## src/design/mm64b_pkg.sv

```systemverilog
// mm64b_pkg: shared constants, types and the 32-bit modular multiply for the
// MurmurHash64B core. No dependencies; used by every module of the core.
package mm64b_pkg;

  localparam int LENGTH_BITS = 16;

  localparam logic [31:0] MIX_MUL    = 32'h5bd1e995;
  localparam int          MIX_SHIFT  = 24;
  localparam logic [31:0] SEED_RESET = 32'hEE6B27EB;

  localparam int FIN_SHIFT_1 = 18;
  localparam int FIN_SHIFT_2 = 22;
  localparam int FIN_SHIFT_3 = 17;
  localparam int FIN_SHIFT_4 = 19;

  localparam int QDEPTH = 4;
  localparam int QPTR_W = $clog2(QDEPTH);

  // what a word does to the accumulators
  typedef enum logic [1:0] {
    KIND_NONE = 2'd0,
    KIND_FULL = 2'd1,
    KIND_PART = 2'd2
  } kind_t;

  typedef struct packed {
    kind_t                  kind;
    logic [31:0]            value;
    logic                   first;
    logic                   last;
    logic [LENGTH_BITS-1:0] len;
  } entry_t;

  typedef enum logic [4:0] {
    ST_ACC = 5'b00001,
    ST_F1  = 5'b00010,
    ST_F2  = 5'b00100,
    ST_F3  = 5'b01000,
    ST_F4  = 5'b10000
  } state_t;

  function automatic logic [31:0] mul32(input logic [31:0] a, input logic [31:0] b);
    logic [63:0] p;
    p = a * b;
    return p[31:0];
  endfunction

endpackage

```

## src/design/murmur64b_hash_core.sv

```systemverilog
// MurmurHash64B streaming core: words enter a two-stage mixing front end, pass
// through a four-word queue and are folded into the accumulators by the back
// end at one word per cycle, except while it runs the four finalization rounds
// on its single 32x32 multiplier after the word marked last. It takes no new
// word until the 64-bit hash (h1 in bits 63:32) appears in the output register,
// and the last round waits while the output register is full and stalled. The
// seed port is always ready and must only be written while the core is idle.
// Depends on mm64b_pkg, mm64b_front, mm64b_queue and mm64b_back.
module murmur64b_hash_core (
  input  logic        clk,
  input  logic        rst,
  input  logic        seed_valid,
  output logic        seed_ready,
  input  logic [31:0] seed,
  input  logic [31:0] data_word,
  input  logic [2:0]  byte_count,
  input  logic        first,
  input  logic        last,
  input  logic [15:0] total_length,
  input  logic        in_valid,
  output logic        in_stall,
  output logic [63:0] hash_value,
  output logic        out_valid,
  input  logic        out_stall
);

  logic [31:0]       seed_reg;
  logic              push_valid;
  logic              push_ready;
  mm64b_pkg::entry_t push_data;
  logic              pop_valid;
  logic              pop_ready;
  mm64b_pkg::entry_t pop_data;

  assign seed_ready = 1'b1;

  always_ff @(posedge clk) begin
    if (rst) begin
      seed_reg <= mm64b_pkg::SEED_RESET;
    end else if (seed_valid && seed_ready) begin
      seed_reg <= seed;
    end
  end

  mm64b_front u_front (
    .clk          (clk),
    .rst          (rst),
    .data_word    (data_word),
    .byte_count   (byte_count),
    .first        (first),
    .last         (last),
    .total_length (total_length),
    .in_valid     (in_valid),
    .in_stall     (in_stall),
    .push_valid   (push_valid),
    .push_data    (push_data),
    .push_ready   (push_ready)
  );

  mm64b_queue u_queue (
    .clk        (clk),
    .rst        (rst),
    .push_valid (push_valid),
    .push_data  (push_data),
    .push_ready (push_ready),
    .pop_valid  (pop_valid),
    .pop_data   (pop_data),
    .pop_ready  (pop_ready)
  );

  mm64b_back u_back (
    .clk        (clk),
    .rst        (rst),
    .seed       (seed_reg),
    .pop_valid  (pop_valid),
    .pop_data   (pop_data),
    .pop_ready  (pop_ready),
    .hash_value (hash_value),
    .out_valid  (out_valid),
    .out_stall  (out_stall)
  );

endmodule

```

## src/design/mm64b_front.sv

```systemverilog
// mm64b_front: accepts input words, classifies them and mixes full words in a
// two-stage multiply pipeline. Depends on mm64b_pkg.
module mm64b_front (
  input  logic                   clk,
  input  logic                   rst,
  input  logic [31:0]            data_word,
  input  logic [2:0]             byte_count,
  input  logic                   first,
  input  logic                   last,
  input  logic [15:0]            total_length,
  input  logic                   in_valid,
  output logic                   in_stall,
  output logic                   push_valid,
  output mm64b_pkg::entry_t      push_data,
  input  logic                   push_ready
);

  localparam int LB = mm64b_pkg::LENGTH_BITS;

  logic              s1_valid;
  logic              s2_valid;
  mm64b_pkg::entry_t s1;
  mm64b_pkg::entry_t s2;
  mm64b_pkg::entry_t in_entry;
  mm64b_pkg::entry_t s2_entry;
  logic [31:0]       keep;
  logic [31:0]       t;
  logic              s1_free;
  logic              s2_free;

  assign s2_free  = !s2_valid || push_ready;
  assign s1_free  = !s1_valid || s2_free;
  assign in_stall = !s1_free;

  assign push_valid = s2_valid;
  assign push_data  = s2;

  always_comb begin
    priority if (byte_count == 3'd3) begin
      keep = 32'h00FFFFFF;
    end else if (byte_count == 3'd2) begin
      keep = 32'h0000FFFF;
    end else begin
      keep = 32'h000000FF;
    end

    in_entry.first = first;
    in_entry.last  = last;
    in_entry.len   = LB'(total_length);
    priority if (byte_count >= 3'd4) begin
      in_entry.kind  = mm64b_pkg::KIND_FULL;
      in_entry.value = mm64b_pkg::mul32(data_word, mm64b_pkg::MIX_MUL);
    end else if (byte_count == 3'd0) begin
      in_entry.kind  = mm64b_pkg::KIND_NONE;
      in_entry.value = data_word;
    end else begin
      in_entry.kind  = mm64b_pkg::KIND_PART;
      in_entry.value = data_word & keep;
    end
  end

  // second half of the word mix: xor-shift then multiply
  always_comb begin
    t        = s1.value ^ (s1.value >> mm64b_pkg::MIX_SHIFT);
    s2_entry = s1;
    if (s1.kind == mm64b_pkg::KIND_FULL) begin
      s2_entry.value = mm64b_pkg::mul32(t, mm64b_pkg::MIX_MUL);
    end
  end

  always_ff @(posedge clk) begin
    if (rst) begin
      s1_valid <= 1'b0;
      s2_valid <= 1'b0;
    end else begin
      if (s1_free) begin
        s1_valid <= in_valid;
        if (in_valid) begin
          s1 <= in_entry;
        end
      end
      if (s2_free) begin
        s2_valid <= s1_valid;
        if (s1_valid) begin
          s2 <= s2_entry;
        end
      end
    end
  end

endmodule

```

## src/design/mm64b_queue.sv

```systemverilog
// mm64b_queue: short word queue between the mixing front end and the
// accumulator back end. Depends on mm64b_pkg.
module mm64b_queue (
  input  logic              clk,
  input  logic              rst,
  input  logic              push_valid,
  input  mm64b_pkg::entry_t push_data,
  output logic              push_ready,
  output logic              pop_valid,
  output mm64b_pkg::entry_t pop_data,
  input  logic              pop_ready
);

  localparam int PW = mm64b_pkg::QPTR_W;

  mm64b_pkg::entry_t slots [mm64b_pkg::QDEPTH];
  logic [PW-1:0]     wr_ptr;
  logic [PW-1:0]     rd_ptr;
  logic [PW:0]       count;
  logic              do_push;
  logic              do_pop;

  assign push_ready = count != (PW+1)'(mm64b_pkg::QDEPTH);
  assign pop_valid  = count != '0;
  assign pop_data   = slots[rd_ptr];
  assign do_push    = push_valid && push_ready;
  assign do_pop     = pop_valid && pop_ready;

  always_ff @(posedge clk) begin
    if (rst) begin
      wr_ptr <= '0;
      rd_ptr <= '0;
      count  <= '0;
    end else begin
      if (do_push) begin
        slots[wr_ptr] <= push_data;
        wr_ptr <= (wr_ptr == PW'(mm64b_pkg::QDEPTH - 1)) ? '0 : wr_ptr + 1'b1;
      end
      if (do_pop) begin
        rd_ptr <= (rd_ptr == PW'(mm64b_pkg::QDEPTH - 1)) ? '0 : rd_ptr + 1'b1;
      end
      if (do_push && !do_pop) begin
        count <= count + 1'b1;
      end else if (do_pop && !do_push) begin
        count <= count - 1'b1;
      end
    end
  end

endmodule

```

## src/design/mm64b_back.sv

```systemverilog
// mm64b_back: folds mixed words into the two accumulators and runs the
// four-round finalization on one shared multiplier. Depends on mm64b_pkg.
module mm64b_back (
  input  logic              clk,
  input  logic              rst,
  input  logic [31:0]       seed,
  input  logic              pop_valid,
  input  mm64b_pkg::entry_t pop_data,
  output logic              pop_ready,
  output logic [63:0]       hash_value,
  output logic              out_valid,
  input  logic              out_stall
);

  mm64b_pkg::state_t state;
  logic [31:0]       acc_high;
  logic [31:0]       acc_low;
  logic              next_is_low;
  logic [31:0]       f1;
  logic [31:0]       f2;

  logic [31:0] base_h;
  logic [31:0] base_l;
  logic        base_n;
  logic [31:0] mul_op;
  logic [31:0] prod;
  logic [31:0] acc_high_next;
  logic [31:0] acc_low_next;
  logic        next_is_low_next;
  logic        out_free;

  assign pop_ready = state == mm64b_pkg::ST_ACC;
  assign out_free  = !out_valid || !out_stall;

  always_comb begin
    // a first word restarts from seed ^ length
    base_h = pop_data.first ? (seed ^ 32'(pop_data.len)) : acc_high;
    base_l = pop_data.first ? 32'd0 : acc_low;
    base_n = pop_data.first ? 1'b0 : next_is_low;

    unique case (state)
      mm64b_pkg::ST_ACC: begin
        if (pop_data.kind == mm64b_pkg::KIND_FULL) begin
          mul_op = base_n ? base_l : base_h;
        end else begin
          mul_op = base_l ^ pop_data.value;
        end
      end
      mm64b_pkg::ST_F1: mul_op = f1 ^ (f2 >> mm64b_pkg::FIN_SHIFT_1);
      mm64b_pkg::ST_F2: mul_op = f2 ^ (f1 >> mm64b_pkg::FIN_SHIFT_2);
      mm64b_pkg::ST_F3: mul_op = f1 ^ (f2 >> mm64b_pkg::FIN_SHIFT_3);
      mm64b_pkg::ST_F4: mul_op = f2 ^ (f1 >> mm64b_pkg::FIN_SHIFT_4);
      default:          mul_op = 32'd0;
    endcase
    prod = mm64b_pkg::mul32(mul_op, mm64b_pkg::MIX_MUL);

    acc_high_next    = base_h;
    acc_low_next     = base_l;
    next_is_low_next = base_n;
    unique case (pop_data.kind)
      mm64b_pkg::KIND_FULL: begin
        if (base_n) begin
          acc_low_next = prod ^ pop_data.value;
        end else begin
          acc_high_next = prod ^ pop_data.value;
        end
        next_is_low_next = !base_n;
      end
      mm64b_pkg::KIND_PART: acc_low_next = prod;
      default: ;
    endcase
  end

  always_ff @(posedge clk) begin
    if (rst) begin
      state       <= mm64b_pkg::ST_ACC;
      acc_high    <= '0;
      acc_low     <= '0;
      next_is_low <= 1'b0;
      out_valid   <= 1'b0;
    end else begin
      if (state == mm64b_pkg::ST_F4 && out_free) begin
        out_valid <= 1'b1;
      end else if (out_valid && !out_stall) begin
        out_valid <= 1'b0;
      end
      unique case (state)
        mm64b_pkg::ST_ACC: begin
          if (pop_valid) begin
            acc_high    <= acc_high_next;
            acc_low     <= acc_low_next;
            next_is_low <= next_is_low_next;
            if (pop_data.last) begin
              // finalization works on copies
              f1    <= acc_high_next;
              f2    <= acc_low_next;
              state <= mm64b_pkg::ST_F1;
            end
          end
        end
        mm64b_pkg::ST_F1: begin
          f1    <= prod;
          state <= mm64b_pkg::ST_F2;
        end
        mm64b_pkg::ST_F2: begin
          f2    <= prod;
          state <= mm64b_pkg::ST_F3;
        end
        mm64b_pkg::ST_F3: begin
          f1    <= prod;
          state <= mm64b_pkg::ST_F4;
        end
        mm64b_pkg::ST_F4: begin
          if (out_free) begin
            hash_value <= {f1, prod};
            state      <= mm64b_pkg::ST_ACC;
          end
        end
        default: state <= mm64b_pkg::ST_ACC;
      endcase
    end
  end

endmodule
```

## config.mk

```make
export PLATFORM = sky130hd
export DESIGN_NAME = murmur64b_hash_core
export DESIGN_NICKNAME = d
export VERILOG_FILES = /design/src/design/mm64b_pkg.sv /design/src/design/murmur64b_hash_core.sv /design/src/design/mm64b_front.sv /design/src/design/mm64b_queue.sv /design/src/design/mm64b_back.sv
export SDC_FILE = /design/constraint.sdc
export NUM_CORES = 2
export LEC_CHECK = 0
export BUFFER_PORTS_ARGS = -buffer_cell sky130_fd_sc_hd__buf_2
export CAP_MARGIN = 10
export CORE_MARGIN = 2
export CORE_UTILIZATION = 45
export CTS_CLUSTER_SIZE = 14
export DETAILED_ROUTE_END_ITERATION = 8
export GPL_TIMING_DRIVEN = 0
export PLACE_DENSITY_LB_ADDON = 0.25
export SYNTH_ARGS = -nofsm -noshare
export SYNTH_HDL_FRONTEND = slang
export SYNTH_SLANG_ARGS = --single-unit
```

## constraint.sdc

```tcl
create_clock -name clk -period 13.1 [get_ports clk]
set_clock_uncertainty 0.2 [all_clocks]
set_input_delay 1.965 -clock clk [delete_from_list [all_inputs] [get_ports clk]]
set_output_delay 1.965 -clock clk [all_outputs]
set_load 0.02 [all_outputs]
```

Yosys cells after proc, flatten, opt, wreduce, memory -nomap -nowiden

Memory sizes are Yosys's and may differ from the RTL's. A register that Yosys moved wholly into a read port is not among the register bits.
Index checks and enable logic that the tools add are counted.

Memories: 1
Bits in read-only memories: 0
Word-level logic and storage cells: 127
Bits in latches: 0
Bits of input ports: 90
Flip-flop bits (word level): 344
Bits in writable memories: 208

$add $sub $neg: 4
Equality and inequality tests: 16
Bitwise logic cells: 10
Multiply operators: 3
Multiplexer cells: 37
Divide/modulo/power cells: 0
Reductions and logical operators: 31
Magnitude comparators: 1
Shift-type cells: 0

Memory list:

| name          | words | width | rd ports | clocked after Yosys merged registers in | write ports | RTL line          | RTL |
|---|---|---|---|---|---|---|---|
| u_queue.slots | 4     | 52    | 1        | 1                                       | 1           | mm64b_queue.sv:16 | `mm64b_pkg::entry_t slots [mm64b_pkg::QDEPTH];` |

Operators by type and width:

| operator                                                              | number |
|---|---|
| 32-bit two-way mux                                                    | 13 |
| 32-bit case mux with 2 select lines                                   | 3 |
| 32-bit case mux with 5 select lines                                   | 1 |
| 32-bit by 31-bit multiplier with 32-bit output, second input constant | 3 |
| 32-bit XOR                                                            | 2 |
| 34-bit two-way mux                                                    | 1 |
| 32-bit by 24-bit AND with 32-bit output                               | 1 |
| 32-bit by 10-bit XOR with 32-bit output                               | 1 |
| 32-bit by 13-bit XOR with 32-bit output                               | 1 |
| 32-bit by 14-bit XOR with 32-bit output                               | 1 |
| 32-bit by 15-bit XOR with 32-bit output                               | 1 |
| 32-bit by 16-bit XOR with 32-bit output                               | 1 |
| 32-bit by 8-bit XOR with 32-bit output                                | 1 |
| 5-bit case mux with 5 select lines                                    | 1 |
| 24-bit two-way mux                                                    | 1 |
| 16-bit two-way mux                                                    | 1 |
| 5-bit two-way mux                                                     | 3 |
| 3-bit AND reduction                                                   | 4 |
| 1-bit zero test                                                       | 8 |
| 2-bit two-way mux                                                     | 4 |
| 4-bit AND reduction                                                   | 2 |
| 2-bit nonzero test                                                    | 4 |
| 1-bit two-way mux                                                     | 7 |
| 2-bit == test, second input constant                                  | 3 |
| 22 further kinds                                                      | 34 |

Logic depth before layout (Yosys ltp)

Depth after elaboration: 12
Mapped depth: 43

Hierarchy

Synthesis repeated with hierarchy kept, for this count alone.

Cell total of the unflattened synthesis: 4825
Area total of the unflattened synthesis: 51657.0 um^2

By module, submodules not included:

| module              | seq. area each (um^2) | area an instance (um^2) | times used | cells each |
|---|---|---|---|---|
| mm64b_front         | 3163.0                | 21780.9                 | 1          | 2142 |
| mm64b_back          | 5265.0                | 20622.3                 | 1          | 2255 |
| mm64b_queue         | 6426.2                | 8065.2                  | 1          | 322 |
| murmur64b_hash_core | 640.6                 | 1188.6                  | 1          | 106 |

Worst setup path after synthesis

OpenSTA, ideal clock, no wires.

Kind: register to register
Start: register (tool-made name)
End: register u_back.f2[29], data pin
Setup time: 270 ps
Path slack: 1577 ps
Arrival: 11052 ps
Stages on the path, launching flop included: 41
Path buffers: 8
Clock period less this slack: 11523 ps
Cell sequence: dfxtp_1 buf_6 buf_2 buf_1 buf_1 mux4_2 inv_1 ha_1 clkbuf_1 inv_1 nor3_2 clkbuf_1 clkbuf_1 nor2_1 o221ai_1 o2111ai_1 ha_1 ha_1 (+5 left out) fa_1 fa_1 inv_1 fa_1 inv_1 ha_1 clkbuf_1 a21o_1 a21o_1 a21oi_1 o21ai_0 a221o_1 a311o_1 a211oi_1 nand2b_1 a21oi_1 a221oi_1 a21oi_1

RTL lines:

| what                   | RTL line          | RTL |
|---|---|---|
| end signal: assignment | mm64b_back.sv:96  | `f2 <= acc_low_next;` |
| end signal: assignment | mm64b_back.sv:106 | `f2 <= prod;` |
| end: declaration       | mm64b_back.sv:20  | `logic [31:0] f2;` |

==> key figures <==
Placement
  – IO Port Bufs: 153
  – Final GP Congestion: 1.008
  – Dpl hpwl: 120500 um
  – DP Area: 54140 sq um

Die
  – FP Rows: 123
  – Die Y: 340.2 um
  – I/O pins: 157
  – DIE WIDTH: 340.2 um
  – Initial core utilization: 45.29%
  – Die Area: 115800 sq um
  – Core outline area: 112300 sq um

Layout
  – Layout Utilization: 50.11%
  – Area of the multi-input gates: 31150 sq um
  – Most frequent cells in the layout: inv_1, ha_1, fa_1
  – Fill count: 10269
  – Post-route cell area: 56300 sq um
  – Largest register FFs: 208
  – Reg area: 15490 sq um
  – Biggest regs: u_queue.slots x208, u_back.hash_value x64
  – Fin nets: 6259
  – Commonest non-fill, non-tap cell in the layout: inv_1
  – Reg with most FFs: u_queue.slots
  – Area delta synth->final: 10.65%
  – Layout cells sized above 1: 8.212%

Clock tree
  – # clock sinks: 554
  – Clk_lat worst skew: 690 ps
  – Clk root buf: clkbuf_16
  – Clk buf depth: 3
  – TritonCTS Buffers: 58
  – Clock slew seen by the registers of the worst setup and hold paths: 60 ps
  – CTS hold repair buffers: 0
  – CTS tree: yes
  – H-tree Lvls: 2

Setup path
  – Type of origin of the critical path: flop
  – Critical path's largest stage delay: 590 ps
  – Critical Path Most Common Cell: inv_1
  – Worst Path Required: 13230 ps
  – Arr. time, crit path: 12800 ps
  – FF-to-FF path depth: 41
  – CP Max Fanout: 18
  – CP max stage cell: a211oi_4
  – WS Path Type: flop to flop
  – CP endpoint kind: flop

GRT
  – Vias in the first global route: 35968
  – Largest net degree at the start of global routing: 53
  – Global Route Usage Sum: 26.42%
  – First-pass GRT wire length: 227200 um
  – Initial antenna violation count: 4
  – GRT Residual Overflow: 0

Synthesis
  – EDFF count, synth: 440
  – Synth Register Bits: 554
  – Syn Area/Cell: 10.78 sq um
  – Post-synthesis xor/xnor area fraction: 4.567%
  – Synthesized area: 50880 sq um
  – Synth Instances: 4719
  – Compound-Gate Fraction of Synth Area: 9.384%
  – Largest family of logic cells by synthesized area: adder cells
  – Synth Area in Simple Gates: 5.932%
  – Synth Flop Type: edfxtp_1
  – Yosys cell types: 81
  – Yosys warnings: 0
  – Multiplexer share of the synthesized area: 3.364%
  – Syn_nets: 6009
  – FFs w/ async S/R, synth: 0%
  – Sequential share of the synthesized area: 30.46%
  – Area share of fa/ha/maj cells after synthesis: 37.54%

STA
  – Final Hold Viols: 0
  – Final min period: 12670 ps
  – Setup-failing EPs final: 0
  – Slew margin rel.: 10.36%
  – Tcrit/Tclk final: 96.73%
  – Final max-slew violation count: 0
  – RSZ-0062 raised after global routing: no
  – Worst Hold Slack: 219.4 ps
  – Slew @ Worst Pin: 1340 ps
  – Max frequency: 0.07891 GHz

Worst hold path
  – Min-Delay Path Class: flop to flop
  – Hold path cells: 0

Route
  – Wirelength, routed: 151900 um
  – 1st-iter DRT viols: 3246
  – Via density: 5.445
  – Via count: 35489
  – Antenna-violating nets left: 0
  – First-pass detailed-route iteration total: 7
  – Drc violations: 0
  – WL per Instance: 23.31 um

Job
  – Max-Cap Viols: 0

Run status
  – Outcome: completed
==> synth_stat cells (31+ instances only) <==
cell type  instances  share of area [%]
mux4_2            52                2.3
a21o_1            44               0.65
mux2i_1           45               0.89
clkbuf_1         123               0.91
a21oi_1          228                2.2
o21ai_0          197                1.9
nor2b_1           36               0.44
edfxtp_1         440                 26
dfxtp_1          114                4.5
ha_1             656                 16
nor2_1           255                1.9
a22oi_1           31               0.46
xnor2_1          166                2.9
inv_1           1026                7.6
nand3_1           47               0.46
xor2_1            78                1.3
a211oi_1          45               0.66
fa_1             544                 21
nand2_1          221                1.6
==> per-stage QoR <==
stage,setup WS (ps),setup TNS (ps),instances
after floorplan,1577,0,4719
after global placement,-3302,-195800,6372
after detailed placement,-2470,-105390,6411
after CTS,152.5,0,6518
after global routing,122.6,0,6517
final,427.8,0,6518
==> final timing paths <==
kind	startpoint	endpoint	slack [ps]
setup / recovery	flop	u_back.f2[29]$_DFFE_PP_	430
hold reg to reg	u_front.s1[16]$_DFFE_PP_	u_front.push_data[16]$_DFFE_PP_	220
hold / removal	u_front.s1[16]$_DFFE_PP_	u_front.push_data[16]$_DFFE_PP_	220
setup reg to reg	flop	u_back.f2[29]$_DFFE_PP_	430
==> area by class of cell <==
type                    instances  area share, %
plain buffers                 142          1.047
multi-input cells            2991          55.33
inverters                    1028          6.854
clock inverters                39         0.9024
repair buffers                194          2.207
diodes                          1       0.004445
well taps                    1500          3.334
clock buffers                  69          2.800
flip-flops and latches        554          27.52
==> cells by family after synthesis <==
logic type               Yosys count
adder cells (fa/ha/maj)         1200
buffers and inverters           1174
multiplexers                     105
other                              1
AO/OA/AOI/OAI                    754
flip-flops                       554
XOR/XNOR                         252
AND/OR/NAND/NOR                  679
==> timing repair <==
action | in CTS | in global routing
resized for setup | 20 | 2
pin swaps | 1 | 0
setup endpoints to repair | 91 | 11
buffers inserted | 1 | 0
==> worst max-delay path, delay by kind of cell, from the launching register on <==
kind / cells / cell delay [ps]
adders and majority gates: 10 / 3970
AOI/OAI and AO/OA: 12 / 3440
buffers and inverters: 15 / 3210
and+or+nand+nor: 3 / 810
muxes: 1 / 380
DFF: 1 / 300
==> metal layers <==
metal  vias up  part of all wire [%]  GRT usage (%)
met4         4                   5.2          11.08
met3       308                   7.3          3.508
met1     17593                    40          34.95
li1      16183                     -              -
met2      1401                    47          43.77
met5         -                 0.018              0
Power is not shown: default switching activity piles up to over one toggle a cycle in this logic, so the estimate is an artifact.
